[config.mk]
export PLATFORM = sky130hd
export DESIGN_NAME = hcp_front
export DESIGN_NICKNAME = d
export VERILOG_FILES = /design/src/sv/hcp_pkg.sv /design/src/sv/hcp_front.sv
export SDC_FILE = /design/constraint.sdc
export NUM_CORES = 1
export LEC_CHECK = 0
export BUFFER_PORTS_ARGS = -buffer_cell sky130_fd_sc_hd__buf_2
export CORE_MARGIN = 2
export CORE_UTILIZATION = 55
export DETAILED_ROUTE_END_ITERATION = 12
export PLACE_DENSITY_LB_ADDON = 0.2
export SLEW_MARGIN = 20
export SYNTH_ARGS = -nofsm -noshare
export SYNTH_HDL_FRONTEND = slang
export SYNTH_SLANG_ARGS = --single-unit
[constraint.sdc]
create_clock -name clk -period 7.5 [get_ports clk]
set_clock_uncertainty 0.15 [all_clocks]
set_input_delay 0.75 -clock clk [delete_from_list [all_inputs] [get_ports clk]]
set_output_delay 0.75 -clock clk [all_outputs]
set_load 0.03 [all_outputs]
[src/sv/hcp_pkg.sv]
package hcp_pkg;

    // Field and datapath widths
    localparam int TEMP_W   = 16;
    localparam int RAW_W    = 16;
    localparam int TICK_W   = 8;
    localparam int GAIN_W   = 24;
    localparam int ERR_W    = 17;
    localparam int SUM_W    = 32;
    localparam int DELTA_W  = 18;
    localparam int DUTY_W   = 7;
    localparam int REQ_W    = 2;
    localparam int CFG_IDX_W = 3;

    // Product widths: unsigned gain (zero-extended to signed) times signed operand
    localparam int PROD_P_W = GAIN_W + 1 + ERR_W;
    localparam int PROD_I_W = GAIN_W + 1 + SUM_W;
    localparam int PROD_D_W = GAIN_W + 1 + DELTA_W;
    localparam int ACC_W    = PROD_I_W + 1;

    // Request kinds
    typedef enum logic [REQ_W-1:0] {
        REQ_TICK  = 2'd0,
        REQ_START = 2'd1,
        REQ_STOP  = 2'd2
    } req_t;

    // Configuration register indexes
    typedef enum logic [CFG_IDX_W-1:0] {
        CFG_SETPOINT    = 3'd0,
        CFG_CYCLE_TIME  = 3'd1,
        CFG_GAIN_P      = 3'd2,
        CFG_GAIN_I      = 3'd3,
        CFG_GAIN_D      = 3'd4,
        CFG_READ_ENABLE = 3'd5
    } cfg_idx_t;

    // Reset values of the configuration registers
    localparam logic [TEMP_W-1:0] SETPOINT_RST   = 16'd370;
    localparam logic [TICK_W-1:0] CYCLE_TIME_RST = 8'd1;

    // Control constants
    localparam logic [TEMP_W-1:0]        TEMP_PID_MIN = 16'd100;
    localparam logic [TEMP_W-1:0]        TARGET_LO    = 16'd368;
    localparam logic [TEMP_W-1:0]        TARGET_HI    = 16'd372;
    localparam logic signed [ERR_W-1:0] ERR_SEP      = 17'sd10;
    localparam logic [DUTY_W-1:0]        DUTY_MAX     = 7'd100;
    localparam logic [DUTY_W-1:0]        DUTY_NEG     = 7'd1;

    typedef struct packed {
        logic [TEMP_W-1:0] setpoint;
        logic [TICK_W-1:0] cycle_time;
        logic [GAIN_W-1:0] gain_p;
        logic [GAIN_W-1:0] gain_i;
        logic [GAIN_W-1:0] gain_d;
        logic              read_enable;
    } cfg_t;

    typedef struct packed {
        logic              sample_taken;
        logic [TEMP_W-1:0] temperature;
        logic              at_target;
        logic              duty_valid;
        logic              start_error;
    } flags_t;

    typedef struct packed {
        flags_t                    flags;
        logic                      pid_run;
        logic signed [ERR_W-1:0]   err;
        logic signed [SUM_W-1:0]   err_sum;
        logic signed [DELTA_W-1:0] err_delta;
    } front_t;

    typedef struct packed {
        flags_t                     flags;
        logic                       pid_run;
        logic signed [PROD_P_W-1:0] prod_p;
        logic signed [PROD_I_W-1:0] prod_i;
        logic signed [PROD_D_W-1:0] prod_d;
    } prod_t;

    typedef struct packed {
        flags_t            flags;
        logic [DUTY_W-1:0] duty;
    } result_t;

endpackage

[src/sv/hcp_front.sv]
module hcp_front import hcp_pkg::*;
(
    input  logic             clk,
    input  logic             rst_n,
    input  cfg_t             cfg,
    input  logic             in_valid,
    output logic             in_ready,
    input  logic [REQ_W-1:0] req_type,
    input  logic [RAW_W-1:0] raw_sample,
    output logic             out_valid,
    input  logic             out_ready,
    output front_t           out_data
);

    // Input register
    logic             s0_valid_reg;
    logic [REQ_W-1:0] s0_req_reg;
    logic [RAW_W-1:0] s0_raw_reg;

    // Output register
    logic   s1_valid_reg;
    front_t s1_data_reg;

    // Channel state
    logic [TICK_W-1:0]       tick_count_reg, tick_count_next;
    logic signed [SUM_W-1:0] error_sum_reg, error_sum_next;
    logic signed [ERR_W-1:0] prev_error_reg, prev_error_next;
    logic                    heating_reg, heating_next;
    logic [TEMP_W-1:0]       temp_reg, temp_next;

    logic                      s1_ready;
    logic                      s0_fire;
    logic [TICK_W-1:0]         tick_inc;
    logic [RAW_W+3:0]          conv_full;
    logic [TEMP_W-1:0]         temp_conv;
    logic signed [ERR_W-1:0]   err;
    logic signed [SUM_W:0]     sum_wide;
    logic signed [SUM_W-1:0]   sum_sat;
    logic signed [DELTA_W-1:0] delta;
    front_t                    front;

    assign s1_ready = !s1_valid_reg || out_ready;
    assign s0_fire  = s0_valid_reg && s1_ready;
    assign in_ready = !s0_valid_reg || s1_ready;

    // Capture the request
    always_ff @(posedge clk or negedge rst_n)
    begin
        if (!rst_n)
        begin
            s0_valid_reg <= 1'b0;
        end
        else
        begin
            s0_valid_reg <= (in_valid && in_ready) || (s0_valid_reg && !s1_ready);
        end
    end

    always_ff @(posedge clk)
    begin
        if (in_valid && in_ready)
        begin
            s0_req_reg <= req_type;
            s0_raw_reg <= raw_sample;
        end
    end

    // Convert sixteenths to tenths: raw * 10 >> 4
    assign conv_full = {1'b0, s0_raw_reg, 3'b000} + {3'b000, s0_raw_reg, 1'b0};
    assign temp_conv = conv_full[RAW_W+3:4];

    assign tick_inc = tick_count_reg + TICK_W'(1);
    assign err      = $signed({1'b0, cfg.setpoint}) - $signed({1'b0, temp_conv});
    assign sum_wide = {error_sum_reg[SUM_W-1], error_sum_reg}
                    + {{(SUM_W+1-ERR_W){err[ERR_W-1]}}, err};
    assign delta    = {err[ERR_W-1], err} - {prev_error_reg[ERR_W-1], prev_error_reg};

    // Saturate the integral to signed 32 bits
    always_comb
    begin
        if (sum_wide[SUM_W] != sum_wide[SUM_W-1])
        begin
            sum_sat = sum_wide[SUM_W] ? {1'b1, {(SUM_W-1){1'b0}}}
                                      : {1'b0, {(SUM_W-1){1'b1}}};
        end
        else
        begin
            sum_sat = sum_wide[SUM_W-1:0];
        end
    end

    // Decode the request and form the next state
    always_comb
    begin
        tick_count_next = tick_count_reg;
        error_sum_next  = error_sum_reg;
        prev_error_next = prev_error_reg;
        heating_next    = heating_reg;
        temp_next       = temp_reg;
        front           = '0;

        case (s0_req_reg)
            REQ_TICK:
            begin
                if (cfg.read_enable || heating_reg)
                begin
                    if (tick_inc == cfg.cycle_time)
                    begin
                        tick_count_next          = '0;
                        temp_next                = temp_conv;
                        front.flags.sample_taken = 1'b1;
                        if (heating_reg)
                        begin
                            front.flags.duty_valid = 1'b1;
                            if (temp_conv >= TEMP_PID_MIN)
                            begin
                                front.pid_run   = 1'b1;
                                error_sum_next  = (err > ERR_SEP) ? '0 : sum_sat;
                                prev_error_next = err;
                            end
                        end
                    end
                    else
                    begin
                        tick_count_next = tick_inc;
                    end
                end
            end
            REQ_START:
            begin
                if (cfg.setpoint == '0)
                begin
                    front.flags.start_error = 1'b1;
                end
                else
                begin
                    error_sum_next  = '0;
                    prev_error_next = '0;
                    heating_next    = 1'b1;
                end
            end
            REQ_STOP:
            begin
                heating_next = 1'b0;
            end
            default:
            begin
            end
        endcase

        front.flags.temperature = temp_next;
        front.flags.at_target   = (temp_next > TARGET_LO) && (temp_next < TARGET_HI);
        front.err               = err;
        front.err_sum           = error_sum_next;
        front.err_delta         = delta;
    end

    // Advance the channel state once per processed request
    always_ff @(posedge clk or negedge rst_n)
    begin
        if (!rst_n)
        begin
            tick_count_reg <= '0;
            error_sum_reg  <= '0;
            prev_error_reg <= '0;
            heating_reg    <= 1'b0;
            temp_reg       <= '0;
        end
        else if (s0_fire)
        begin
            tick_count_reg <= tick_count_next;
            error_sum_reg  <= error_sum_next;
            prev_error_reg <= prev_error_next;
            heating_reg    <= heating_next;
            temp_reg       <= temp_next;
        end
    end

    // Hold the decoded request for the multiplier stage
    always_ff @(posedge clk or negedge rst_n)
    begin
        if (!rst_n)
        begin
            s1_valid_reg <= 1'b0;
        end
        else
        begin
            s1_valid_reg <= s0_fire || (s1_valid_reg && !out_ready);
        end
    end

    always_ff @(posedge clk)
    begin
        if (s0_fire)
        begin
            s1_data_reg <= front;
        end
    end

    assign out_valid = s1_valid_reg;
    assign out_data  = s1_data_reg;

endmodule

# == Yosys cells after proc, flatten, opt, wreduce, memory -nomap -nowiden ==
# Index checks and enable logic that the tools add are counted.
# word_totals
reg_bits,182
latchBits,0
ramBits,0
mem_bits_ro,0
input_bits,119
n_memories,0
# classes
addsub,5
n_mul,0
div_mod_pow,0
n_lt_le_gt_ge,4
eq_ne,9
shift,0
mux,25
bitwise,0
n_reduce_logical,24
# ops
op,n
32-bit two-way mux,8
17-bit two-way mux,5
32-bit case mux with 2 select lines,1
16-bit two-way mux,3
17-bit case mux with 2 select lines,1
32-bit by 17-bit adder with 33-bit output,1
19-bit by 17-bit adder with 20-bit output,1
17-bit by 17-bit subtractor with 18-bit output,1
17-bit by 5-bit greater-than comparator with 1-bit output (second input constant),1
16-bit by 16-bit subtractor with 17-bit output,1
16-bit by 7-bit greater-or-equal comparator with 1-bit output (second input constant),1
16-bit by 9-bit greater-than comparator with 1-bit output (second input constant),1
16-bit logical NOT,1
16-bit by 9-bit less-than comparator with 1-bit output (second input constant),1
2-bit inequality test (second input constant),5
3-bit AND reduction,3
8-bit by 1-bit adder with 8-bit output (second input constant),1
8-bit == test,1
8-bit two-way mux,1
7-bit AND reduction,1
1-bit logical AND,5
1-bit logical OR,5
1-bit two-way mux,5
1-bit logical NOT,4
8 further kinds,9

# == Depth between registers and ports, before layout ==
# depth
depth_word,11
ltp_mapped,29
depth_no_buf,27

# == Worst setup path after synthesis ==
# Ideal clock, no wire load.
# synth_path
path_type,reg-to-reg
start,register s0_raw_reg[2]
end,"register s1_data_reg, in the netlist out_data[47] (data pin)"
setup_ns,0.263
t_arrival_ns,6.200
setup_slack_ns,0.887
path_stages_with_launch,28
path_buffers,1
period_less_slack_ns,6.613
cell_sequence,edfxtp_1 > and2_1 > fa_1 > a21o_1 > a221o_1 > o31ai_2 > xor2_1 > ha_1 > and3_4 > a221o_2 > nor3_2 > a21oi_1 > a21o_1 > a21oi_1 > o21ai_0 > inv_1 > ha_1 > a21o_1 > a21o_1 > a21oi_1 > o21ai_0 > a21oi_1 > o221a_2 > nand3_1 > xnor2_1 > clkbuf_1 > nor3_1 > o21ai_1
# synth_via
elab_chain_len,11
# synth_lines
element,line,source
"start, declared",hcp_front.sv:18,logic [RAW_W-1:0] s0_raw_reg;
"start signal, assigned",hcp_front.sv:64,s0_raw_reg <= raw_sample;
19-bit by 17-bit adder with 20-bit output *,hcp_front.sv:69,"assign conv_full = {1'b0, s0_raw_reg, 3'b000} + {3'b000, s0_raw_reg, 1'b0};"
16-bit by 16-bit subtractor with 17-bit output *,hcp_front.sv:73,"assign err = $signed({1'b0, cfg.setpoint}) - $signed({1'b0, temp_conv});"
net err[16],hcp_front.sv:36,logic signed [ERR_W-1:0] err;
32-bit by 17-bit adder with 33-bit output,hcp_front.sv:75,"+ {{(SUM_W+1-ERR_W){err[ERR_W-1]}}, err};"
32-bit two-way mux / 1-bit inequality test (equally long branches),"hcp_front.sv:83, hcp_front.sv:81",
32-bit two-way mux,hcp_front.sv:81,if (sum_wide[SUM_W] != sum_wide[SUM_W-1])
32-bit two-way mux *,hcp_front.sv:118,error_sum_next = (err > ERR_SEP) ? '0 : sum_sat;
32-bit two-way mux *,hcp_front.sv:115,if (temp_conv >= TEMP_PID_MIN)
32-bit two-way mux *,hcp_front.sv:112,if (heating_reg)
32-bit two-way mux *,hcp_front.sv:107,if (tick_inc == cfg.cycle_time)
32-bit two-way mux *,hcp_front.sv:105,if (cfg.read_enable || heating_reg)
32-bit case mux with 2 select lines *,hcp_front.sv:102,case (s0_req_reg)
net error_sum_next[29],hcp_front.sv:26,"logic signed [SUM_W-1:0] error_sum_reg, error_sum_next;"
"end signal, assigned",hcp_front.sv:196,s1_data_reg <= front;
"end, declared",hcp_front.sv:22,front_t s1_data_reg;
# The timed path passes the listed nets; every way through them passes the cells marked *.
# A chain may end at the register's enable or synchronous reset.

# == Worst setup path in the final report ==
# layout_path
start,register s0_raw_reg[2]
end,"register s1_data_reg, in the netlist out_data[37] (data pin)"
# Same word-level chain as after synthesis.

==> results.yml <==
power_and_ir_drop:
  p_int_mw: 2.62
  p_clk_frac: 0.227
  p_leak_nw: 5.87
  power.net_switching_mw: 1.65
  swShare: 0.386
  power_density_mw_per_mm2: 323
  vdd_ir_drop_max_mv: 0.176
  p_seq_frac: 0.325
  power_frac_comb: 0.448
setup_path:
  path_delay_family: "compound AO/OA/AOI/OAI gates"
  worstSetupPathType: "flop to flop"
  r2r_cells: 25
  required_ns: 7.51
  critPathCaptureType: "flop"
  slowest_stage: "a221o_2"
  cpPeakStageDelay_ns: 0.44
  critical_path.max_fanout: 15
  crit_arrival_ns: 7.09
  r2r_start: "s0_raw_reg[2]$_DFFE_PP_"
  r2r_setup_slack_ns: 0.42
  r2r_end: "out_data[37]$_DFFE_PP_"
  critPathBufInv: 2
  cp-start-kind: "flop"
drt:
  ant_nets: 0
  viasPerCell: 5.70
  wl_per_cell_um: 16.6
  wl_mm: 26.6
  dr.pass1.iters: 5
  via_count: 9161
  remaining_drc_errors: 0
  drtIter0Drc: 589
grt:
  grt.total_usage: 0.246
  antenna_found_initial: 3
  grt-ovfl-total: 0
  grt_max_degree: 77
  grt_pass1_vias: 8696
  grt_pass1_wl_mm: 43.3
synth:
  postSynthCellCount: 1173
  synth-seq-area-share: 0.445
  syn_area_mm2: 0.0114
  synth-main-ff-cell: "edfxtp_1"
  ys_ff_latch: 182
  avgSynthCellArea_um2: 9.74
  syn-num-nets: 1375
  synthArstFlopShare: 0.418
  ys.warnings.count: 0
  synthDistinctLibCells: 82
  synth_edf_count: 106
final_layout:
  area_growth_pct: 15.7
  multi_input_area_mm2: 0.00594
  nNetsFinal: 1522
  register_area_mm2: 0.00508
  finalNonFillerCells: 1606
  drive_gt1_frac: 0.203
  fill_cells: 1644
  final_common_cell: "nand2_1"
  final_cell_mix: "nand2_1 (161), buf_2 (135), edfxtp_1 (106)"
  largest_reg_flops: 88
place:
  placedCellCount: 1564
  portBuffers: 136
  dp_hpwl_mm: 18.9
  gp_congestion: 0.907
timing:
  min_period_ns: 7.08
  slew_viol_final: 0
  tightest_slew_ns: 0.929
  fin_hold_ws_ns: 0.225
  fmax_ghz: 0.141
  period_share: 0.944
  setup_viol: 0
  hold_viol: 0
  slew_headroom: 0.380
  tns_ns: 0
clock_network:
  clockBufferDepth: 2
  cts_root_buffer: "clkbuf_16"
  clkLatencyLatePin_ns: 0.44
  clock-sinks: 182
  cts_tree: "yes"
  cts_made_buffers: 17
  clk_pin_slew_ns: 0.07
  postCtsHoldBufs: 0
  h-tree-depth: 4
floorplanning:
  chipHeight_um: 148
  rows: 52
  initial_core_util: 0.563
  fp.coreArea_mm2: 0.0203
  die_area_mm2: 0.0219
  die_width_um: 148
  io_pins: 209
hold_path:
  hold_path_class: "primary input to async pin"
status:
  status: "completed"
run:
  max-cap-violations: 0
-- how the worst max path moves through the flow --
stage,slack [ns],cells past startpoint,from,to
final,0.42,25,s0_raw_reg[2]$_DFFE_PP_,out_data[37]$_DFFE_PP_
after global routing,-0.02,27,s0_raw_reg[2]$_DFFE_PP_,out_data[37]$_DFFE_PP_
after CTS,0.23,27,s0_raw_reg[2]$_DFFE_PP_,out_data[37]$_DFFE_PP_
after detailed placement,0.33,27,s0_raw_reg[2]$_DFFE_PP_,out_data[37]$_DFFE_PP_
after global placement,0.42,27,s0_raw_reg[2]$_DFFE_PP_,out_data[37]$_DFFE_PP_
after floorplan,0.89,27,s0_raw_reg[2]$_DFFE_PP_,out_data[47]$_DFFE_PP_
-- layer usage --
metal  global-route usage  vias to the layer above  share of wire
li1                     -                     4561              -
met2                0.392                      253           0.46
met3               0.0525                       50          0.059
met1                0.338                     4295           0.45
met4               0.0810                        2          0.025
met5                    0                        -        0.00049
-- through the flow --
stage | util | power [mW] | setup slack (ns) | area [um^2]
after floorplan | - | 2.81 | 0.887 | 11400
after global placement | 0.615 | 3.24 | 0.421 | 12500
after detailed placement | 0.615 | 3.28 | 0.331 | 12500
after CTS | 0.646 | 4.26 | 0.227 | 13100
after global routing | 0.651 | 4.54 | -0.0168 | 13200
final | 0.651 | 4.27 | 0.418 | 13200
-- logic make-up after synthesis --
family | count (synthesis) | share of synthesized area
AOI/OAI and AO/OA | 327 | 0.196
adders and majority gates | 84 | 0.0944
and+or+nand+nor | 392 | 0.161
buffers and inverters | 107 | 0.0400
muxes | 16 | 0.0146
DFF | 182 | 0.445
xor gates and xnor gates | 65 | 0.0498
-- cell type report --
class / instances / share of cell area
timing repair buffer: 166 / 0.0718
clock inverter: 8 / 0.0113
sequential: 182 / 0.385
inverter: 68 / 0.0195
clock buffer: 24 / 0.0364
tap: 270 / 0.0256
timing repair inverter: 1 / 0.000568
multi-input combinational: 884 / 0.450
antenna: 3 / 0.000568
-- worst register-to-register path: cells and delay by family, from the launching register on --
kind | cells | cell delay (ns)
buffers and inverters | 2 | 0.36
XOR/XNOR | 2 | 0.46
AO/OA/AOI/OAI | 14 | 3.56
AND/OR/NAND/NOR | 4 | 0.74
adder cells (fa/ha/maj) | 3 | 1.14
flip-flops | 1 | 0.40
-- synthesized netlist by cell type, drive strengths merged, types with 10 or more instances --
library cell / instances / share of area
nand2: 161 / 0.053
o21ai: 125 / 0.065
edfxtp: 106 / 0.28
nor2: 83 / 0.027
ha: 79 / 0.086
dfrtp: 76 / 0.17
inv: 68 / 0.022
a21oi: 61 / 0.027
xnor2: 46 / 0.035
a21o: 26 / 0.017
nand3: 25 / 0.012
buf: 24 / 0.013
nor3: 24 / 0.011
xor2: 19 / 0.015
nand2b: 17 / 0.0093
and3: 16 / 0.0093
clkbuf: 15 / 0.0049
o31ai: 15 / 0.010
o21a: 14 / 0.0092
nor2b: 12 / 0.0066
a31oi: 11 / 0.0073
mux2i: 11 / 0.0096
o211ai: 11 / 0.0077
nor4: 10 / 0.0060
or2: 10 / 0.0055
-- power by group through the flow --
stage | Combinational (mW) | Sequential (mW) | Clock, mW
6_report | 1.91 | 1.39 | 0.970
5_1_grt | 2.12 | 1.40 | 1.02
4_1_cts | 1.89 | 1.39 | 0.983
3_5_place_dp | 1.88 | 1.40 | 0
3_3_place_gp | 1.84 | 1.40 | 0
2_1_floorplan | 1.21 | 1.60 | 0
-- timing repair --
item                       in CTS  in global routing
buffers inserted                0                  6
gates resized for setup         0                  8
setup endpoints to repair       0                 62
Power figures use the tool's default switching activity.
