===== src/sv/hcp_pkg.sv =====
package hcp_pkg;

    // Field and datapath widths
    localparam int TEMP_W   = 16;
    localparam int RAW_W    = 16;
    localparam int TICK_W   = 8;
    localparam int GAIN_W   = 24;
    localparam int ERR_W    = 17;
    localparam int SUM_W    = 32;
    localparam int DELTA_W  = 18;
    localparam int DUTY_W   = 7;
    localparam int REQ_W    = 2;
    localparam int CFG_IDX_W = 3;

    // Product widths: unsigned gain (zero-extended to signed) times signed operand
    localparam int PROD_P_W = GAIN_W + 1 + ERR_W;
    localparam int PROD_I_W = GAIN_W + 1 + SUM_W;
    localparam int PROD_D_W = GAIN_W + 1 + DELTA_W;
    localparam int ACC_W    = PROD_I_W + 1;

    // Request kinds
    typedef enum logic [REQ_W-1:0] {
        REQ_TICK  = 2'd0,
        REQ_START = 2'd1,
        REQ_STOP  = 2'd2
    } req_t;

    // Configuration register indexes
    typedef enum logic [CFG_IDX_W-1:0] {
        CFG_SETPOINT    = 3'd0,
        CFG_CYCLE_TIME  = 3'd1,
        CFG_GAIN_P      = 3'd2,
        CFG_GAIN_I      = 3'd3,
        CFG_GAIN_D      = 3'd4,
        CFG_READ_ENABLE = 3'd5
    } cfg_idx_t;

    // Reset values of the configuration registers
    localparam logic [TEMP_W-1:0] SETPOINT_RST   = 16'd370;
    localparam logic [TICK_W-1:0] CYCLE_TIME_RST = 8'd1;

    // Control constants
    localparam logic [TEMP_W-1:0]        TEMP_PID_MIN = 16'd100;
    localparam logic [TEMP_W-1:0]        TARGET_LO    = 16'd368;
    localparam logic [TEMP_W-1:0]        TARGET_HI    = 16'd372;
    localparam logic signed [ERR_W-1:0] ERR_SEP      = 17'sd10;
    localparam logic [DUTY_W-1:0]        DUTY_MAX     = 7'd100;
    localparam logic [DUTY_W-1:0]        DUTY_NEG     = 7'd1;

    typedef struct packed {
        logic [TEMP_W-1:0] setpoint;
        logic [TICK_W-1:0] cycle_time;
        logic [GAIN_W-1:0] gain_p;
        logic [GAIN_W-1:0] gain_i;
        logic [GAIN_W-1:0] gain_d;
        logic              read_enable;
    } cfg_t;

    typedef struct packed {
        logic              sample_taken;
        logic [TEMP_W-1:0] temperature;
        logic              at_target;
        logic              duty_valid;
        logic              start_error;
    } flags_t;

    typedef struct packed {
        flags_t                    flags;
        logic                      pid_run;
        logic signed [ERR_W-1:0]   err;
        logic signed [SUM_W-1:0]   err_sum;
        logic signed [DELTA_W-1:0] err_delta;
    } front_t;

    typedef struct packed {
        flags_t                     flags;
        logic                       pid_run;
        logic signed [PROD_P_W-1:0] prod_p;
        logic signed [PROD_I_W-1:0] prod_i;
        logic signed [PROD_D_W-1:0] prod_d;
    } prod_t;

    typedef struct packed {
        flags_t            flags;
        logic [DUTY_W-1:0] duty;
    } result_t;

endpackage


===== src/sv/hcp_duty.sv =====
module hcp_duty import hcp_pkg::*;
#(
    parameter int COEF_FRACTION_BITS = 16
)
(
    input  logic    clk,
    input  logic    rst_n,
    input  logic    in_valid,
    output logic    in_ready,
    input  prod_t   in_data,
    output logic    out_valid,
    input  logic    out_ready,
    output result_t out_data
);

    localparam logic signed [ACC_W-1:0] DUTY_TOP =
        $signed(ACC_W'(DUTY_MAX) << COEF_FRACTION_BITS);

    // Sum stage
    logic                    a_valid_reg;
    flags_t                  a_flags_reg;
    logic                    a_pid_reg;
    logic signed [ACC_W-1:0] a_acc_reg;

    // Result register
    logic    o_valid_reg;
    result_t o_data_reg;

    logic                    a_ready;
    logic                    a_load;
    logic                    o_load;
    logic signed [ACC_W-1:0] acc_sum;
    logic [DUTY_W-1:0]       duty;
    result_t                 result;

    assign a_ready  = !o_valid_reg || out_ready;
    assign in_ready = !a_valid_reg || a_ready;
    assign a_load   = in_valid && in_ready;
    assign o_load   = a_valid_reg && a_ready;

    // Add the three terms, sign-extended to the accumulator width
    assign acc_sum = {{(ACC_W-PROD_P_W){in_data.prod_p[PROD_P_W-1]}}, in_data.prod_p}
                   + {{(ACC_W-PROD_I_W){in_data.prod_i[PROD_I_W-1]}}, in_data.prod_i}
                   + {{(ACC_W-PROD_D_W){in_data.prod_d[PROD_D_W-1]}}, in_data.prod_d};

    always_ff @(posedge clk or negedge rst_n)
    begin
        if (!rst_n)
        begin
            a_valid_reg <= 1'b0;
        end
        else
        begin
            a_valid_reg <= a_load || (a_valid_reg && !a_ready);
        end
    end

    always_ff @(posedge clk)
    begin
        if (a_load)
        begin
            a_flags_reg <= in_data.flags;
            a_pid_reg   <= in_data.pid_run;
            a_acc_reg   <= acc_sum;
        end
    end

    // Clamp to the duty range, zero when the PID did not run; drop the fraction bits
    always_comb
    begin
        if (!a_pid_reg)
        begin
            duty = '0;
        end
        else if (a_acc_reg > DUTY_TOP)
        begin
            duty = DUTY_MAX;
        end
        else if (a_acc_reg[ACC_W-1])
        begin
            duty = DUTY_NEG;
        end
        else
        begin
            duty = a_acc_reg[COEF_FRACTION_BITS +: DUTY_W];
        end
        result.flags = a_flags_reg;
        result.duty  = duty;
    end

    always_ff @(posedge clk or negedge rst_n)
    begin
        if (!rst_n)
        begin
            o_valid_reg <= 1'b0;
        end
        else
        begin
            o_valid_reg <= o_load || (o_valid_reg && !out_ready);
        end
    end

    always_ff @(posedge clk)
    begin
        if (o_load)
        begin
            o_data_reg <= result;
        end
    end

    assign out_valid = o_valid_reg;
    assign out_data  = o_data_reg;

endmodule


===== config.mk =====
export PLATFORM = sky130hd
export DESIGN_NAME = hcp_duty
export DESIGN_NICKNAME = d
export VERILOG_FILES = /design/src/sv/hcp_pkg.sv /design/src/sv/hcp_duty.sv
export SDC_FILE = /design/constraint.sdc
export NUM_CORES = 1
export LEC_CHECK = 0
export BUFFER_PORTS_ARGS = -buffer_cell sky130_fd_sc_hd__buf_2
export CORE_MARGIN = 5
export CORE_UTILIZATION = 40
export DETAILED_ROUTE_END_ITERATION = 10
export PLACE_DENSITY = 0.62
export SKIP_LAST_GASP = 1
export SLEW_MARGIN = 20
export SYNTH_ARGS = -nofsm -noshare
export SYNTH_HDL_FRONTEND = slang
export SYNTH_SLANG_ARGS = --single-unit

===== constraint.sdc =====
create_clock -name clk -period 5.75 [get_ports clk]
set_input_delay 1.15 -clock clk [delete_from_list [all_inputs] [get_ports clk]]
set_output_delay 1.15 -clock clk [all_outputs]
set_load 0.005 [all_outputs]

* Word level (Yosys, flattened, before mapping) *
Cells that the tools add are included.

word-level totals
  bits in registers = 108
  input port bits = 167
  logic and storage cells = 37

operators by class
  add/subtract/negate cells = 2
  order comparisons = 1
  multiplexer cells = 2
  bitwise gates (word level) = 1
  reduce and logical (&&, ||, !) cells = 14

operator list
  cell                                                              number
  adder 42 x 57 -> 58 bit                                           1
  adder 58 bit                                                      1
  greater-than comparator 58 x 24 -> 1 bit (second input constant)  1
  2-to-1 mux 7 bit                                                  2
  logical AND 1 bit                                                 4
  zero test 1 bit                                                   4
  logical OR 1 bit                                                  4
  OR reduction 3 bit                                                1
  OR reduction 2 bit                                                1
  inverter 1 bit                                                    1

* Logic depth before layout (Yosys ltp) *
Gate-level depths: netlist (run 1).

  depth after elaboration = 5
  gate-level depth with buffers = 13
  depth with buffers taken out = 13

* Worst setup path before layout (run 1) *
OpenSTA, ideal clock, no wires.

  path type = input -> register
  start point = input port in_data[1] (netlist name)
  end point = register a_acc_reg[53] (data pin)
  library setup time = 0.256 ns
  arrival time = 3.628 ns
  setup slack = 1.866 ns
  stages on the path = 11
  buffers on the path = 0
  cell sequence = fa_1 ha_1 fa_1 a21oi_1 o211ai_1 nand3_1 nand2_1 o21ai_2 o31ai_4 a2111oi_1 and4b_1

on the way
  cells in the longest elaborated chain, start to end = 1

ends and longest elaborated chain
  what                    line            RTL
  start: declaration      hcp_duty.sv:10  input prod_t in_data,
  adder 58 bit            hcp_duty.sv:44  + {{(ACC_W-PROD_D_W){in_data.prod_d[PROD_D_W-1]}}, in_data.prod_d};
  named net acc_sum[53]   hcp_duty.sv:32  logic signed [ACC_W-1:0] acc_sum;
  end signal: assignment  hcp_duty.sv:64  a_acc_reg <= acc_sum;
  end: declaration        hcp_duty.sv:23  logic signed [ACC_W-1:0] a_acc_reg;

The timed path passes the listed nets, and every way through them passes these cells.
A chain may end at the register's enable or synchronous reset.

* Final worst setup path (run 1) *
  start point = input port in_data[1] (netlist name)
  end point = register a_acc_reg[47] (data pin)

Same word-level chain as after synthesis.

==> summary.md, run 1 <==
| Metric | Value |
|---|---|
| Largest net degree at the start of global routing | 80 |
| Slew Limit Fails | 0 |
| CP peak stage delay | about 500 ps |
| Clk sinks | between 100 and 150 |
| Die height | approximately 150 um |
| Initial Utilization | slightly above 40% |
| Crit path kind | in2reg |
| Vias per Instance | about 5.3 |
| First-pass GRT wire length | 31.1 mm |
| CTS Hold Bufs | 0 |
| Initial antenna violation count | 0 |
| Worst hold path class | reg2reg |
| Register area share after synthesis | 39.4% |
| CORE AREA | 20200 um2 |
| Synthesized net count | roughly 1000 |
| Ordered list of cells on the worst path | buf_2, fa_1, ha_1, fa_1, a21oi_1, o211ai_1, nand3_1, o22ai_1, a31oi_1, o21a_1, a21oi_1, xor2_1 |
| Final ANT Viol Nets | 0 |
| Register area | between 3000 and 4000 um2 |
| Leak | approximately 0.004 uW |
| Layout Utilization | approximately half |
| CP Capture Type | register |
| Vias in the first global route | roughly 6300 |
| Area Growth Syn to Fin | 18.6% |
| Top Family by Delay on Critical Path | compound AO/OA/AOI/OAI gates |
| Final WS setup | 1620 ps |
| CP Launch Type | input port |
| Vias | 6340 |
| Buffers on Ports | roughly 200 |
| Post-DP HPWL | approximately 16 mm |
| TritonRoute pass-1 iters | 5 |
| Area of the multi-input gates | ~4800 um2 |
| Die width | approximately 150 um |
| Clock-pin slew on the worst setup and hold paths | about 60 ps |
| Worst-Margin Slew | 996 ps |
| CTS root buffer | clkbuf_16 |
| Layout cells sized above 1 | between 20% and 30% |
| Remaining DRCs | 0 |
| Design area | slightly below 10000 um2 |
| Synth cell types | 70 |
| Final hold violations | 0 |
| Max reg flops | 58 |
| Reg2reg start | a_acc_reg[0] |
| Cell count after synthesis | roughly 740 |
| EDFF count, synth | roughly 110 |
| Placed cell area | between 9000 and 10000 um2 |
| Synth Flop Type | edfxtp_1 |
| Fillers | about 1900 |
| CP max FO | 4 |
| Inserted Diodes | 0 |
| Ys async rst share | around 1.9% |
| Layout Nets | 1202 |
| Mapped Avg Cell Area | 11.1 um2 |
| Yosys reg bits | 108 |
| PwrDens | a little over 300 nW/um2 |
| Cell Count, Final, Fillers Out | 1196 |
| WP data required | roughly 5900 ps |
| Overall Global Routing Usage | around 16% |
| I/O pin total | around 200 |
| Fmax achieved | 0.242 GHz |
| Total CTS buffers | 9 |
| Worst rel slew slack | 33.6% |
| Slowest cell on the critical path | a31oi_1 |
| CTS resizes | 0 |
| Bufs and invs on worst path | 1 |
| H-tree Lvls | 3 |
| Min-Delay Startpoint | a_flags_reg[12] |
| Synth warnings | 0 |
| Final critical-path required period | around 4100 ps |
| Cell row count | 52 |
| RSZ-0062 raised after global routing | no |
| Area of the mapped netlist | 8210 um2 |
| Status | complete, no violations |
| Grt ovf | 0 |
| Longest Clk Path Bufs | 2 |
| Clock latency at the later pin of the worst-skew pair | approximately 340 ps |
| WL/cell | 16.1 um |
| VDD IR max | 0.151 mV |
| Critical path origin | in_data[1] |
| DIE AREA | roughly 23000 um2 |
| Post-Route WL | 19.2 mm |
| Gp weighted congestion | around 0.9 |
| CTS tree | done |
| Max-cap violations | 0 |
| Crit path DAT | 4250 ps |
| Drt first-iter violations | roughly 360 |
| Dpl ws | around 1300 ps |
| Placed insts | 1180 |
| Postcts setup bufs | 0 |
| Final setup skew | roughly 3.4 ps |
| Fin crit share | 71.8% |
| # setup viols final | 0 |
| Setup_tns | 0 ps |
==> power breakdown <==
part	leakage (uW)	switching [uW]	internal [uW]
registers	0.00104	38.2	1060
clock network	0.000160	255	406
logic	0.00285	717	490
total	0.00405	1010	1960
==> cell usage after synthesis, drive strengths merged (5+ instances only) <==
library cell,count,share of area (%)
clkbuf,14,0.64
o21bai,12,1.1
nand3,17,1.0
o21ai,38,2.4
ha,56,8.5
nor4,13,1.1
nand2,55,2.5
nor2b,8,0.61
nand4,19,1.5
and2,11,0.84
buf,12,0.79
xnor2,34,3.6
inv,23,1.1
fa,58,14
a31oi,8,0.61
o211ai,5,0.52
nor2,41,1.9
a21o,32,2.9
and3,12,0.91
a21oi,74,4.7
xor2,16,1.7
or3,5,0.38
edfxtp,106,39
nor3,9,0.55
nand2b,7,0.53
==> routing by layer <==
metal	vias to the layer above	global-route usage, %	wire length, um
met1	2991	23.2	9130
met3	22	3.22	1150
met5	-	0	0
met4	0	3.18	278
li1	3133	-	-
met2	194	25.1	8670
==> kinds of logic (layout without fill, tap and decap cells) <==
group | Yosys count | count (layout) | share of synthesized area (%)
buffers and inverters | 50 | 235 | 2.53
xor gates and xnor gates | 50 | 50 | 5.33
muxes | 3 | 3 | 0.366
adders and majority gates | 114 | 114 | 22.7
and+or+nand+nor | 206 | 206 | 12.8
AOI/OAI and AO/OA | 210 | 210 | 17.0
DFF | 108 | 108 | 39.4
==> final cells by class <==
type                            instances  share of cell area [%]
Sequential cell                       108                    33.2
Clock inverter                          3                   0.706
Clock buffer                           13                    2.67
Multi-Input combinational cell        583                    49.0
Timing Repair Buffer                  195                    10.0
Inverter                               24                   0.925
Tap cell                              270                    3.47
==> cells in the final DEF, fill, tap and decap left out, types with 12 or more instances in the layout <==
| cell type | netlist | routed |
|---|---|---|
| a21o_1 | 32 | 32 |
| a21oi_1 | 69 | 69 |
| and3_1 | 12 | 12 |
| buf_2 | 10 | 195 |
| edfxtp_1 | 106 | 106 |
| fa_1 | 58 | 58 |
| ha_1 | 56 | 56 |
| inv_1 | 23 | 23 |
| nand2_1 | 55 | 55 |
| nand3_1 | 17 | 17 |
| nand4_1 | 18 | 18 |
| nor2_1 | 41 | 41 |
| nor4_1 | 12 | 12 |
| o21ai_0 | 18 | 18 |
| o21ai_1 | 18 | 18 |
| o21bai_1 | 12 | 12 |
| xnor2_1 | 34 | 34 |
| xor2_1 | 16 | 16 |
==> worst paths after layout <==
| check | to | slack [ps] | cells past startpoint |
|---|---|---|---|
| min in group asynchronous | out_valid | 580 | 1 |
| hold / removal | out_data[19] | 420 | 0 |
| setup reg to reg | out_data[4] | 3560 | 6 |
| hold reg to reg | out_data[19] | 420 | 0 |
| setup / recovery | a_acc_reg[47] | 1620 | 12 |
| max in group asynchronous | a_valid_reg | 5080 | 1 |
==> metrics by stage <==
stage | total power [uW] | hold slack, ps
5_1_grt | 3180 | 426
3_5_place_dp | 2330 | 405
4_1_cts | 3000 | 421
2_1_floorplan | 1970 | 400
6_report | 2970 | 418
3_3_place_gp | 2320 | 401
Note: power is estimated with default switching activity, not from simulation.
==> run 2: changes to the inputs <==
==> constraint.sdc (replaced) <==
create_clock -name clk -period 3.8 [get_ports clk]
set_input_delay 0.76 -clock clk [delete_from_list [all_inputs] [get_ports clk]]
set_output_delay 0.76 -clock clk [all_outputs]
set_load 0.005 [all_outputs]
==> summary.md, run 2 (synthesis results as in run 1) <==
| Metric | Value |
|---|---|
| Status | complete, no violations (unchanged) |
| Initial antenna violation count | 0 (unchanged) |
| Worst R2R Path Depth | 6 (unchanged) |
| Commonest non-fill, non-tap cells in the layout | buf_2 (195), edfxtp_1 (106), a21oi_1 (69) (unchanged) |
| Crit path kind | in2reg (unchanged) |
| Buffers on Ports | 195 (unchanged) |
| Gp weighted congestion | 0.881 (was 0.906) |
| Metal3 WL | 1.13 mm (was 1.15 mm) |
| Clock latency at the later pin of the worst-skew pair | 350 ps (was 340 ps) |
| Remaining DRCs | 0 (unchanged) |
| Slowest cell on the critical path | fa_1 (was a31oi_1) |
| M1 WL | 9.20 mm (was 9.13 mm) |
| Vias | 6565 (was 6340) |
| Vias in the first global route | 6702 (was 6259) |
| Total CTS buffers | 9 (unchanged) |
| Worst hold path class | in2async (was reg2reg) |
| Die height | 153 um (unchanged) |
| Final setup skew | 5.57 ps (was 3.43 ps) |
| Placed insts | 1245 (was 1180) |
| CORE AREA | 20200 um2 (unchanged) |
| CP Capture Type | register (unchanged) |
| H-tree Lvls | 3 (unchanged) |
| Final ANT Viol Nets | 0 (unchanged) |
| Slew Limit Fails | 0 (unchanged) |
| CP peak stage delay | 480 ps (was 500 ps) |
| Cell Count, Final, Fillers Out | 1261 (was 1196) |
| Commonest non-fill, non-tap cell in the layout | buf_2 (unchanged) |
| RSZ-0062 raised after global routing | no (unchanged) |
| DIE AREA | 23500 um2 (unchanged) |
| Met2 WL post-DR | 9.17 mm (was 8.67 mm) |
| Fin crit share | 91.5% |
| Leak | 0.00437 uW (was 0.00405 uW) |
| Layout Utilization | 50.6% (was 48.1%) |
| Inserted Diodes | 0 (unchanged) |
| Longest Clk Path Bufs | 2 (unchanged) |
| Cell row count | 52 (unchanged) |
| VDD IR max | 0.208 mV (was 0.151 mV) |
| Grt ovf | 0 (unchanged) |
| Fillers | 1863 (was 1926) |
| Crit path DAT | 3570 ps (was 4250 ps) |
| Worst rel slew slack | 31.2% (was 33.6%) |
| FF-to-FF End | out_data[4] (unchanged) |
| Postcts setup bufs | 0 (unchanged) |
| Die width | 153 um (unchanged) |
| Flop-to-flop setup slack | 1610 ps (was 3560 ps) |
| CP Launch Type | input port (unchanged) |
| Worst-Margin Slew | 1030 ps (was 996 ps) |
| PwrDens | 454 nW/um2 (was 305 nW/um2) |
| Largest net degree at the start of global routing | 80 (unchanged) |
| Clk sinks | 108 (unchanged) |
| Fmax achieved | about 0.29 GHz |
| Clock-pin slew on the worst setup and hold paths | 70 ps (was 60 ps) |
| Initial Utilization | 40.6% (unchanged) |
| Vias per Instance | 5.21 (was 5.30) |
| CTS resizes | 0 (unchanged) |
| Post-DP HPWL | 16.6 mm (was 16.1 mm) |
| WP data required | 3900 ps (was 5870 ps) |
| CTS root buffer | clkbuf_16 (unchanged) |
| WL/cell | 15.6 um (was 16.1 um) |
| Overall Global Routing Usage | 16.8% (was 16.0%) |
| Reg2reg start | a_acc_reg[0] (unchanged) |
| Final hold violations | 0 (unchanged) |
| I/O pin total | 196 (unchanged) |
| Drt first-iter violations | 289 (was 355) |
| Final critical-path required period | 3480 ps |
| Layout Nets | 1267 (was 1202) |
| CP max FO | 3 (was 4) |
| TritonRoute pass-1 iters | 4 (was 5) |
| Max-cap violations | 0 (unchanged) |
| First-pass GRT wire length | 32.7 mm (was 31.1 mm) |
| Area Growth Syn to Fin | 24.6% (was 18.6%) |
| Layout cells sized above 1 | 29.7% (was 24.6%) |
| CTS Hold Bufs | 0 (unchanged) |
| CP dominant cell by count | fa_1 |
| CTS tree | done (unchanged) |
| Ordered list of cells on the worst path | buf_2, fa_1, ha_1, fa_1, a21oi_1, o211ai_1, nand3_1, nand2_1, o21ai_2, o31ai_4, a2111oi_1, and4b_1 (was buf_2, fa_1, ha_1, fa_1, a21oi_1, o211ai_1, nand3_1, o22ai_1, a31oi_1, o21a_1, a21oi_1, xor2_1) |
| DR top layer | met4 (unchanged) |
| Max reg flops | 58 (unchanged) |
| # setup viols final | 0 (unchanged) |
| Post-Route WL | 19.7 mm (was 19.2 mm) |
[run 2: layout make-up]
cell class / instances / area, um2 / area share [%]
clock inverters: 6 / 83.8 / 0.819
flip-flops and latches: 108 / 3230 / 31.6
inverters: 24 / 90.1 / 0.880
well taps: 270 / 338 / 3.30
clock buffers: 10 / 239 / 2.33
repair buffers: 260 / 1480 / 14.4
multi-input cells: 583 / 4770 / 46.7
[run 2: how the worst max path moves through the flow]
stage	startpoint	to	slack [ps]	cells past startpoint
CTS	in_data[1]	a_acc_reg[53]	340	12
global route	in_data[1]	a_acc_reg[53]	140	12
detailed placement	in_data[1]	a_acc_reg[53]	-10	12
global placement	in_data[1]	a_acc_reg[53]	40	12
floorplan	in_data[1]	a_acc_reg[53]	310	11
finish	in_data[1]	a_acc_reg[53]	320	12
[run 2: worst max-delay path: cells and delay by family]
kind / cells / cell delay [ps]
fa+ha+maj: 3 / 1120
compound gates: 5 / 1120
simple gates: 3 / 450
buf+inv: 1 / 110
[run 2: per-layer routing]
layer  vias to the layer above  track usage [%]
met1                      3087             23.9
met2                       206             27.5
met5                         -                0
met3                        16             2.57
li1                       3256                -
met4                         0             3.44
[run 2: power by group]
part / leakage, uW / switching (uW) / internal (uW) / total [uW]
combinational: 0.00317 / 1110 / 900 / 2010
sequential: 0.00104 / 58.0 / 1610 / 1670
clock: 0.000158 / 426 / 543 / 968
[run 2: through the flow]
stage                     setup TNS, ps  setup slack (ps)  hold WS [ps]  total power (uW)  cell area, um2
after CTS                             0               338           172              4680           10200
after detailed placement          -18.8             -12.8           405              3710            9910
after global placement                0              36.5           400              3700            9910
after floorplan                       0               306           400              2980            8210
after global routing                  0               136           166              4980           10200
final                                 0               323           189              4650           10200
