### src/sv/hcp_pkg.sv
package hcp_pkg;

    // Field and datapath widths
    localparam int TEMP_W   = 16;
    localparam int RAW_W    = 16;
    localparam int TICK_W   = 8;
    localparam int GAIN_W   = 24;
    localparam int ERR_W    = 17;
    localparam int SUM_W    = 32;
    localparam int DELTA_W  = 18;
    localparam int DUTY_W   = 7;
    localparam int REQ_W    = 2;
    localparam int CFG_IDX_W = 3;

    // Product widths: unsigned gain (zero-extended to signed) times signed operand
    localparam int PROD_P_W = GAIN_W + 1 + ERR_W;
    localparam int PROD_I_W = GAIN_W + 1 + SUM_W;
    localparam int PROD_D_W = GAIN_W + 1 + DELTA_W;
    localparam int ACC_W    = PROD_I_W + 1;

    // Request kinds
    typedef enum logic [REQ_W-1:0] {
        REQ_TICK  = 2'd0,
        REQ_START = 2'd1,
        REQ_STOP  = 2'd2
    } req_t;

    // Configuration register indexes
    typedef enum logic [CFG_IDX_W-1:0] {
        CFG_SETPOINT    = 3'd0,
        CFG_CYCLE_TIME  = 3'd1,
        CFG_GAIN_P      = 3'd2,
        CFG_GAIN_I      = 3'd3,
        CFG_GAIN_D      = 3'd4,
        CFG_READ_ENABLE = 3'd5
    } cfg_idx_t;

    // Reset values of the configuration registers
    localparam logic [TEMP_W-1:0] SETPOINT_RST   = 16'd370;
    localparam logic [TICK_W-1:0] CYCLE_TIME_RST = 8'd1;

    // Control constants
    localparam logic [TEMP_W-1:0]        TEMP_PID_MIN = 16'd100;
    localparam logic [TEMP_W-1:0]        TARGET_LO    = 16'd368;
    localparam logic [TEMP_W-1:0]        TARGET_HI    = 16'd372;
    localparam logic signed [ERR_W-1:0] ERR_SEP      = 17'sd10;
    localparam logic [DUTY_W-1:0]        DUTY_MAX     = 7'd100;
    localparam logic [DUTY_W-1:0]        DUTY_NEG     = 7'd1;

    typedef struct packed {
        logic [TEMP_W-1:0] setpoint;
        logic [TICK_W-1:0] cycle_time;
        logic [GAIN_W-1:0] gain_p;
        logic [GAIN_W-1:0] gain_i;
        logic [GAIN_W-1:0] gain_d;
        logic              read_enable;
    } cfg_t;

    typedef struct packed {
        logic              sample_taken;
        logic [TEMP_W-1:0] temperature;
        logic              at_target;
        logic              duty_valid;
        logic              start_error;
    } flags_t;

    typedef struct packed {
        flags_t                    flags;
        logic                      pid_run;
        logic signed [ERR_W-1:0]   err;
        logic signed [SUM_W-1:0]   err_sum;
        logic signed [DELTA_W-1:0] err_delta;
    } front_t;

    typedef struct packed {
        flags_t                     flags;
        logic                       pid_run;
        logic signed [PROD_P_W-1:0] prod_p;
        logic signed [PROD_I_W-1:0] prod_i;
        logic signed [PROD_D_W-1:0] prod_d;
    } prod_t;

    typedef struct packed {
        flags_t            flags;
        logic [DUTY_W-1:0] duty;
    } result_t;

endpackage

### src/sv/hcp_cfg.sv
module hcp_cfg import hcp_pkg::*;
(
    input  logic                 clk,
    input  logic                 rst_n,
    input  logic                 wr_en,
    input  logic [CFG_IDX_W-1:0] wr_index,
    input  logic [GAIN_W-1:0]    wr_data,
    output cfg_t                 cfg
);

    cfg_t cfg_reg;

    // Write the addressed register; ignore unknown indexes
    always_ff @(posedge clk or negedge rst_n)
    begin
        if (!rst_n)
        begin
            cfg_reg.setpoint    <= SETPOINT_RST;
            cfg_reg.cycle_time  <= CYCLE_TIME_RST;
            cfg_reg.gain_p      <= '0;
            cfg_reg.gain_i      <= '0;
            cfg_reg.gain_d      <= '0;
            cfg_reg.read_enable <= 1'b0;
        end
        else if (wr_en)
        begin
            case (wr_index)
                CFG_SETPOINT:    cfg_reg.setpoint    <= wr_data[TEMP_W-1:0];
                CFG_CYCLE_TIME:  cfg_reg.cycle_time  <= wr_data[TICK_W-1:0];
                CFG_GAIN_P:      cfg_reg.gain_p      <= wr_data;
                CFG_GAIN_I:      cfg_reg.gain_i      <= wr_data;
                CFG_GAIN_D:      cfg_reg.gain_d      <= wr_data;
                CFG_READ_ENABLE: cfg_reg.read_enable <= wr_data[0];
                default:         ;
            endcase
        end
    end

    assign cfg = cfg_reg;

endmodule

### config.mk
export PLATFORM = sky130hd
export DESIGN_NAME = hcp_cfg
export DESIGN_NICKNAME = d
export VERILOG_FILES = /design/src/sv/hcp_pkg.sv /design/src/sv/hcp_cfg.sv
export SDC_FILE = /design/constraint.sdc
export NUM_CORES = 1
export LEC_CHECK = 0
export BUFFER_PORTS_ARGS = -buffer_cell sky130_fd_sc_hd__buf_4
export CORE_MARGIN = 1
export CORE_UTILIZATION = 53
export DETAILED_ROUTE_END_ITERATION = 10
export PLACE_DENSITY = 0.84
export SYNTH_ARGS = -nofsm -noshare
export SYNTH_HDL_FRONTEND = slang
export SYNTH_SLANG_ARGS = --single-unit
### constraint.sdc
create_clock -name clk -period 1.8 [get_ports clk]
set_input_delay 0.36 -clock clk [delete_from_list [all_inputs] [get_ports clk]]
set_output_delay 0.36 -clock clk [all_outputs]
set_load 0.01 [all_outputs]
Word-level counts from Yosys, hierarchy flattened
Cells that the tools add are included.
{"block": "word_totals", "reg_bits": 97, "wordCells": 18}
{"block": "op_classes", "n_reduce_logical": 7, "eq_ne": 5}
{"cell": "$reduce_and A2 Y1", "n": 6}
{"cell": "$eq A3 B2 Y1 const B", "n": 2}
{"cell": "$eq A3 B3 Y1 const B", "n": 2}
{"cell": "$eq A3 B1 Y1 const B", "n": 1}
{"cell": "$logic_not A3 Y1", "n": 1}

Logic depth before layout (Yosys ltp)
Gate-level depths: netlist of the first run.
{"block": "depth", "word_depth": 2, "mapped_depth": 4, "depth_no_buf": 2}

Worst setup path before layout of the first run
OpenSTA, ideal clock, no wires.
{"block": "synth_timing", "kind": "input to register", "startpoint": "input port wr_index[1]", "endpoint": "register cfg_reg, in the netlist cfg[81]", "setup_ns": 0.125, "t_arrival_ns": 1.320, "stages": 3, "slack_ns": 0.355, "path_buffers": 1, "cell_sequence": "nor4b_4 buf_6 mux2_2"}
{"block": "synth_between", "elab_chain_cells": 2}
{"element": "start, declared", "line": "hcp_cfg.sv:6", "source": "input logic [CFG_IDX_W-1:0] wr_index,"}
{"element": "$logic_not A3 Y1", "line": "hcp_cfg.sv:27", "source": "case (wr_index)"}
{"element": "$reduce_and A2 Y1 (no line)"}
{"element": "end, declared", "line": "hcp_cfg.sv:11", "source": "cfg_t cfg_reg;"}
No other way between the ends.
A chain may end at the register's enable or synchronous reset.

Worst setup path after layout of the first run
{"block": "layout_timing", "startpoint": "register cfg_reg, in the netlist cfg[89]", "endpoint": "output port cfg[89] (netlist name)"}
{"element": "end, declared", "line": "hcp_cfg.sv:8", "source": "output cfg_t cfg"}
No word-level cell between the ends.

==> results of run 1 <==
==> kinds of logic after synthesis <==
group / count (synthesis)
muxes: 97
buffers and inverters: 10
and+or+nand+nor: 6
DFF: 97
==> cells in the final DEF, fill, tap and decap left out <==
cell	Yosys	final
mux2_1	3	3
nand4b_1	1	1
buf_12	0	3
nor4b_4	1	1
dfrtp_1	91	91
mux2_2	94	94
nor4bb_2	0	1
nor4bb_4	0	1
clkbuf_8	0	11
bufinv_16	0	2
dfstp_2	6	6
and4bb_1	1	1
nand4b_2	1	1
clkinv_2	0	2
buf_4	0	132
clkinvlp_4	0	1
==> layer usage <==
layer  up-vias  share of wire (%)  GRT usage, %
met1      1135                 44         28.60
met5         -                  0             0
li1       1025                  -             -
met2        86                 47         35.13
met3         6                7.5         7.296
met4         0               0.51         6.364
==> synth_stat cells, drive strengths merged <==
cell type / instances
mux2: 97
dfrtp: 91
buf: 10
dfstp: 6
nand4b: 2
nor4bb: 2
and4bb: 1
nor4b: 1
==> worst min path at each step <==
stage	start	endpoint	slack, ns	cells past startpoint
floorplan	rst_n	cfg[0]	0.06	0
global placement	rst_n	cfg[47]	0.45	2
detailed placement	rst_n	cfg[71]	0.45	2
CTS	rst_n	cfg[71]	0.07	2
global route	rst_n	cfg[23]	0.09	2
finish	rst_n	cfg[71]	0.04	2
==> power breakdown <==
group | internal (µW) | switching, µW
registers | 2680 | 260
clock network | 854 | 692
logic | 990 | 667
total | 4520 | 1620
==> metrics by stage <==
stage	cell area [µm²]	instances	utilization (%)	setup WS, ns
after floorplan	3689	210	-	0.3555
after global placement	4780	415	70.74	0.2008
after detailed placement	4780	415	70.74	0.2010
after CTS	5009	431	74.13	0.4318
after global routing	5009	431	74.13	0.3967
final	5009	431	74.13	0.4518
==> final cells by class <==
type	instances	area, µm²
multi-input combinational	103	1194
sequential	97	2435
clock buffer	11	151.4
timing repair buffer	135	1051
clock inverter	5	77.57
tap	80	100.1
fill	449	1748
==> reports/metrics.yaml, run 1 <==
synth_nets: 240
antenna_left: 0
cp-start-kind: "flip-flop"
die-width_um: 85.43
crit_type: "flip-flop to output pin"
synth_cell_types: 11
drive_gt1_share_pct: 72.65
finalMaxSlewViolations: 0
globalplace.congestion: 0.7363
die_area_um2: 7297
tightest_slew_ns: 0.5008
synth_top_area_share_pct: 61.74
areaGrowthSynthToFinish_pct: 35.79
cts_buffer_depth: 2
antenna_found_initial: 0
critPathCapture: "cfg[89]"
path_depth: 1
overflow: 0
max_clock_freq_mhz: 741.7
drtIter0Drc: 60
grt_setup_unrepaired: "no"
synthCells: 210
synth_fa_ha_area_share_pct: 0
crit_family: "flip-flops"
status: "finished, final reports clean"
post_synth.cell_area_avg_um2: 17.56
p_leak_uw: 0.002369
hold_class: "input pin to asynchronous set/reset pin"
crit_start: "cfg[89]"
period_needed_ns: 1.348
vdd_ir_drop_max_uv: 804.5
die_y_um: 85.43
power.total_uw: 6142
whs_ns: 0.04415
final_hold_viol_count: 0
vias: 2252
clk_pin_slew_ns: 0.09
cp.arrival_ns: 0.99
maxCapViolCount: 0
slowest_stage: "dfstp_2"
clock_sinks: 97
cp.required_ns: 1.44
numPortBuffers: 126
cts_made_buffers: 9
syn_area_um2: 3689
largest_reg_flops: 97
hpwl_mm: 5.153
wirelength_mm: 7.379
track_usage_pct: 21.88
coreArea_um2: 6756
cp_cell_sequence: "buf_4"
endpoint_kind: "output pin"
fin_nets: 376
synth_simple_gate_area_share_pct: 2.171
slew-limit-headroom_pct: 66.62
grt_max_degree: 98
hold_buffers: 0
cts_tree: "done"
start_util_pct: 54.59
n_antenna_cell: 0
max_stage_delay_ns: 0.54
grt_pass1_vias: 2406
synth_area_leaders: "dfrtp_1 62%, mux2_2 29%, dfstp_2 4.3%"
critical_path_buf_inv_count: 1
ys_seq_area_share_pct: 66.01
reg2reg_to: "cfg[8]"
ff2ff_setup_slack_ns: 1.01
yosysWarnings: 0
fin_skew_ns: 0
drcViolationCount: 0
first_pass_iters: 4
postCtsSetupBuffers: 0
synth_largest_area_cell: "dfrtp_1"
ff2ff_path_depth: 1
synth_compound_area_share_pct: 0
fin_crit_sh_pct: 74.90
rows: 30
pin_count: 127
synth_xor_area_share_pct: 0
routed_via_density: 5.225
synth_top_family_by_area: "multiplexers"
clk_latency_ns: 0.33
setup_violations: 0
power.density_nw_per_um2: 1226
htreeDepth: 3
cts_resized: 0
routedWlPerCell_um: 17.12
ys_ff_latch: 97
crit_fanout: 2
tns_ns: 0
synth.area.mux_share_pct: 29.61
root_buffer: "clkbuf_8"
r2r_start: "cfg[8]"
grt_pass1_wl_mm: 12.12
Note: power is estimated with default switching activity, not from simulation.
==> inputs of run 2 (changes only) <==
CORE_UTILIZATION = 45   (was 53)
PLACE_DENSITY = 0.76   (was 0.84)
clock period = 1.2 ns   (was 1.8 ns; I/O delays follow)
==> reports/metrics.yaml, run 2 (same netlist as run 1, synthesis figures left out) <==
crit_family: "flip-flops"
drive_gt1_share_pct: 73.11  # +0.46 points
tns_ns: -0.2568  # -0.2568 ns
intPower_uw: 6632  # +47%
ff2ff_setup_slack_ns: 0.29  # -0.72 ns
filler_cell_count: 585  # +30%
postPlaceCellArea_um2: 4910  # +2.7%
hpwl_mm: 5.907  # +15%
cp_cell_sequence: "buf_6"
dp.cells: 439  # +5.8%
r2r_start: "cfg[23]"
finalMaxSlewViolations: 0  # unchanged
htreeDepth: 3  # unchanged
multiInputGateArea_um2: 1269  # +6.3%
hold_class: "input pin to flip-flop"
violations: "negative setup slack"
start_util_pct: 47.24  # -7.3 points
setup_violations: 6  # +6
p_seq_share_pct: 48.1  # +0.2 points
tightest_slew_ns: 0.2712  # -0.2295 ns
ff2ff_path_depth: 2  # +1
routedWlPerCell_um: 18.05  # +5.4%
wirelength_mm: 8.285  # +12%
vdd_ir_drop_max_uv: 787.0  # -2.2%
p_leak_uw: 0.002459  # +3.8%
rows: 32  # +6.7%
comb_power_share_pct: 28.9  # +1.9 points
final_hold_viol_count: 0  # unchanged
power_switching_uw: 2592  # +60%
vias: 2284  # +1.4%
cts_tree: "done"
power.density_nw_per_um2: 1787  # +46%
antenna_left: 0  # unchanged
layout_common_cells: "129 x buf_4, 91 x dfrtp_1, 76 x mux2_2, 20 x mux2_4, 9 x clkbuf_8"
overflow: 0  # unchanged
cts_buffer_depth: 2  # unchanged
status: "complete, but fails checks"
reg2reg_to: "cfg[23]"
slew-limit-headroom_pct: 81.89  # +15 points
antenna_found_initial: 0  # unchanged
cts_made_buffers: 9  # unchanged
switching_share_pct: 28.10  # +1.7 points
fin_crit_sh_pct: 104.2
setup_ws_ns: -0.05086  # -0.5026 ns
regArea_um2: 2435  # unchanged
crit_fanout: 2  # unchanged
grt_max_degree: 49  # -50%
root_buffer: "clkbuf_8"
grt_pass1_vias: 2302  # -4.3%
n_antenna_cell: 0  # unchanged
crit_type: "flip-flop to output pin"
areaGrowthSynthToFinish_pct: 39.96
fin_skew_ns: 0  # unchanged
routed_via_density: 4.976  # -4.8%
cp.arrival_ns: 1.01  # +0.02 ns
track_usage_pct: 20.23  # -1.6 points
pin_count: 127  # unchanged
place_ws_ns: -0.2718  # -0.4729 ns
path_depth: 1  # unchanged
clock_sinks: 97  # unchanged
pwr-share-clk_pct: 23.0  # -2.2 points
coreArea_um2: 7807  # +16%
power.total_uw: 9224  # +50%
critical_path_buf_inv_count: 1  # unchanged
max_clock_freq_mhz: 799.5
die-width_um: 92.54  # +8.3%
grt_setup_unrepaired: "yes"
globalplace.congestion: 0.7368  # about the same
fin_cells: 459  # +6.5%
critPathCapture: "cfg[82]"
maxCapViolCount: 0  # unchanged
die_area_um2: 8563  # +17%
die_y_um: 92.54  # +8.3%
grt_pass1_wl_mm: 12.90  # +6.4%
fin_nets: 382  # +1.6%
endpoint_kind: "output pin"
drcViolationCount: 0  # unchanged
first_pass_iters: 3  # -1
numPortBuffers: 126  # unchanged
cp.required_ns: 0.96  # -0.48 ns
final_common_cell: "buf_4"
clk_latency_ns: 0.36  # +0.03 ns
drtIter0Drc: 61  # +1.7%
cp-start-kind: "flip-flop"
slowest_stage: "dfstp_2"
design_area_um2: 5162  # +3.1%
period_needed_ns: 1.251
clk_pin_slew_ns: 0.10  # about the same
largest_reg_flops: 97  # unchanged
crit_start: "cfg[82]"
max_stage_delay_ns: 0.55  # about the same
[run 2: cell type report]
type                    count  share of cell area [%]
flip-flops and latches     97                   47.16
clock buffers              10                   2.472
multi-input cells         103                   24.58
well taps                 102                   2.472
clock inverters             6                   1.285
repair buffers            141                   22.03
[run 2: worst min-delay path by stage]
| stage | startpoint | to | slack, ns | depth (start not counted) |
|---|---|---|---|---|
| floorplan | rst_n | cfg[0] | -0.06 | 0 |
| detailed placement | rst_n | cfg[31] | 0.14 | 1 |
| CTS | wr_data[17] | cfg[18] | 0.11 | 2 |
| global placement | rst_n | cfg[31] | 0.13 | 1 |
| global route | wr_data[20] | cfg[45] | 0.10 | 2 |
| finish | wr_data[17] | cfg[18] | 0.13 | 2 |
[run 2: timing repair]
action / CTS / global route
setup endpoints to repair: 6 / 10
buffers inserted: 0 / 3
hold buffers: 1 / 0
endpoints found under the hold margin: 16 / 0
gates resized for setup: 6 / 1
[run 2: power groups by stage]
stage	registers, µW	clock network (µW)	logic, µW
6_report	4440	2120	2670
5_1_grt	4520	2320	2830
4_1_cts	4440	2180	2680
3_5_place_dp	4500	0	2640
3_3_place_gp	4450	0	2570
2_1_floorplan	4780	0	775
[run 2: metrics by stage]
stage | hold slack, ns | util, %
finish | 0.1252 | 66.12
global route | 0.1043 | 66.12
CTS | 0.1064 | 65.79
detailed placement | 0.1352 | 62.88
global placement | 0.1310 | 62.88
floorplan | -0.05559 | -
[run 2: layer usage]
metal	track usage (%)	up-vias	share of wire [%]
met5	0	-	0
met4	8.333	0	1.1
met3	4.351	6	5.0
met2	33.09	66	52
met1	26.20	1178	42
li1	-	1034	-
==> inputs of run 3 (changes only) <==
ABC_AREA = 1   (was default)
BUFFER_PORTS_ARGS = default   (was -buffer_cell sky130_fd_sc_hd__buf_4)
CORE_UTILIZATION = 40   (was 45)
DONT_BUFFER_PORTS = 1   (was default)
PLACE_DENSITY = 0.56   (was 0.76)
==> reports/metrics.yaml, run 3 <==
synth_ff_type: "dfrtp_1"
cts_buffer_depth: 2  # unchanged
synthArstFlopShare_pct: 100.0  # unchanged
largest_reg_flops: 97  # unchanged
coreArea_um2: 9240  # +18%
tns_ns: 0  # +0.2568 ns
wirelength_mm: 10.16  # +23%
whs_ns: -0.4291  # -0.5544 ns
synthCells: 431  # +110%
grt_setup_unrepaired: "yes"
fin_crit_sh_pct: 97.08  # -7.2 points
cts_resized: 0  # -6
endpoint_kind: "output pin"
violations: "negative hold slack"
n_antenna_cell: 0  # unchanged
fin_nets: 488  # +28%
p_leak_uw: 0.002349  # -4.5%
fin_cells: 592  # +29%
pwr-share-clk_pct: 25.8  # +2.8 points
routedWlPerCell_um: 17.16  # -4.9%
switching_share_pct: 31.90  # +3.8 points
ys_seq_area_share_pct: 63.70  # -2.3 points
die-width_um: 99.76  # +7.8%
final_common_cell: "nand2_1"
cts_made_buffers: 9  # unchanged
power_switching_uw: 2351  # -9.3%
rows: 35  # +9.4%
ys_ff_latch: 97  # unchanged
cp.arrival_ns: 0.92  # -0.09 ns
max_clock_freq_mhz: 858.4  # +7.4%
grt_pass1_wl_mm: 16.39  # +27%
grt_max_degree: 98  # +100%
finalMaxSlewViolations: 0  # unchanged
hold_class: "input pin to asynchronous set/reset pin"
final_hold_viol_count: 97  # +97
clk_latency_ns: 0.34  # -0.02 ns
multiInputGateArea_um2: 1261  # -0.59%
synth_largest_area_cell: "dfrtp_1"
grt_pass1_vias: 2975  # +29%
critPathCapture: "cfg[82]"
die_y_um: 99.76  # +7.8%
layout_common_cells: "225 x nand2_1, 91 x dfrtp_1, 73 x nand3_1, 23 x dlygate4sd3_1, 12 x buf_4"
path_depth: 0  # -1
drive_gt1_share_pct: 9.503  # -64 points
yosysWarnings: 0  # unchanged
synth_area_leaders: "dfrtp_1 60%, nand2_1 22%, nand3_1 9.6%"
maxCapViolCount: 0  # unchanged
hold_buffers: 23  # +22
synth.most_common_cell: "nand2_1"
hpwl_mm: 6.701  # +13%
start_util_pct: 41.37  # -5.9 points
ff2ff_setup_slack_ns: 0.44  # +0.15 ns
crit_start: "cfg[82]"
synth_cell_types: 15  # +4
cp.required_ns: 0.96  # about the same
status: "complete, but fails checks"
power.density_nw_per_um2: 1656  # -7.3%
period_needed_ns: 1.165  # -0.08588 ns
crit_type: "flip-flop to output pin"
dp.cells: 553  # +26%
reg2reg_to: "cfg[89]"
crit_fanout: 2  # unchanged
synth_top_area_share_pct: 59.57  # -2.2 points
numPortBuffers: 0  # -100%
intPower_uw: 5019  # -24%
synth_edf_count: 0  # unchanged
slew-limit-headroom_pct: 82.28  # +0.39 points
overflow: 0  # unchanged
pin_count: 127  # unchanged
r2r_start: "cfg[89]"
drtIter0Drc: 156  # +160%
post_synth.cell_area_avg_um2: 8.869  # -50%
htreeDepth: 3  # unchanged
antenna_found_initial: 0  # unchanged
routed_via_density: 4.939  # -0.74%
areaGrowthSynthToFinish_pct: 16.46
syn_area_um2: 3822  # +3.6%
tightest_slew_ns: 0.2658  # -0.005478 ns
clock_sinks: 97  # unchanged
synth_nets: 461  # +92%
globalplace.congestion: 0.7793  # +5.8%
synth_commonest_cells: "225 x nand2_1, 91 x dfrtp_1, 73 x nand3_1, 15 x buf_2"
regArea_um2: 2435  # unchanged
comb_power_share_pct: 10.7  # -18 points
fin_skew_ns: 0  # unchanged
clk_pin_slew_ns: 0.10  # about the same
first_pass_iters: 4  # +1
p_seq_share_pct: 63.5  # +15 points
drcViolationCount: 0  # unchanged
track_usage_pct: 21.70  # +1.5 points
postCtsSetupBuffers: 0  # unchanged
cts_tree: "done"
root_buffer: "clkbuf_8"
setup_violations: 0  # -6
vdd_ir_drop_max_uv: 749.8  # -4.7%
antenna_left: 0  # unchanged
ff2ff_path_depth: 2  # unchanged
filler_cell_count: 916  # +57%
vias: 2924  # +28%
die_area_um2: 9951  # +16%
cp-start-kind: "flip-flop"
[run 3: cells by family (layout without fill, tap and decap cells)]
kind of cell / after synthesis / after routing / synth area share, %
buffers and inverters: 29 / 61 / 3.437
DFF: 97 / 97 / 63.70
and+or+nand+nor: 305 / 305 / 32.86
[run 3: layer usage]
layer	global-route usage [%]	share of wire, %
met5	0	0
met4	7.805	1.5
met3	7.238	8.8
met2	33.21	46
met1	28.80	44
[run 3: stage by stage]
| stage | setup WS (ns) | utilization (%) | total power [µW] | cell area (µm²) |
|---|---|---|---|---|
| 6_report | 0.03502 | 48.18 | 7370 | 4452 |
| 5_1_grt | -0.002808 | 48.18 | 7780 | 4452 |
| 4_1_cts | 0.006814 | 48.18 | 7479 | 4452 |
| 3_5_place_dp | 0.07337 | 43.83 | 5472 | 4050 |
| 3_3_place_gp | 0.1360 | 43.83 | 5435 | 4050 |
| 2_1_floorplan | 0.2310 | - | 5155 | 3822 |
[run 3: how the worst min path moves through the flow]
stage | slack, ns | to | cells after the start | start
3_5_place_dp | -0.05 | cfg[59] | 0 | rst_n
4_1_cts | -0.45 | cfg[46] | 0 | rst_n
6_report | -0.43 | cfg[13] | 0 | rst_n
3_3_place_gp | -0.05 | cfg[9] | 0 | rst_n
2_1_floorplan | -0.06 | cfg[0] | 0 | rst_n
5_1_grt | -0.46 | cfg[12] | 0 | rst_n
[run 3: area by class of cell]
type                            instances  share of cell area [%]
Clock buffer                           10                   2.867
Tap cell                              129                   3.626
Inverter                                6                  0.5059
Multi-Input combinational cell        305                   28.33
Clock inverter                          6                  0.9837
Sequential cell                        97                   54.69
Timing Repair Buffer                   39                   8.994
[run 3: power by group through the flow]
| stage | Sequential [µW] | Combinational (µW) | Clock, µW |
|---|---|---|---|
| final | 4680 | 787 | 1900 |
| after global routing | 4760 | 949 | 2080 |
| after CTS | 4690 | 796 | 1990 |
| after detailed placement | 4750 | 724 | 0 |
| after global placement | 4750 | 690 | 0 |
| after floorplan | 4580 | 577 | 0 |
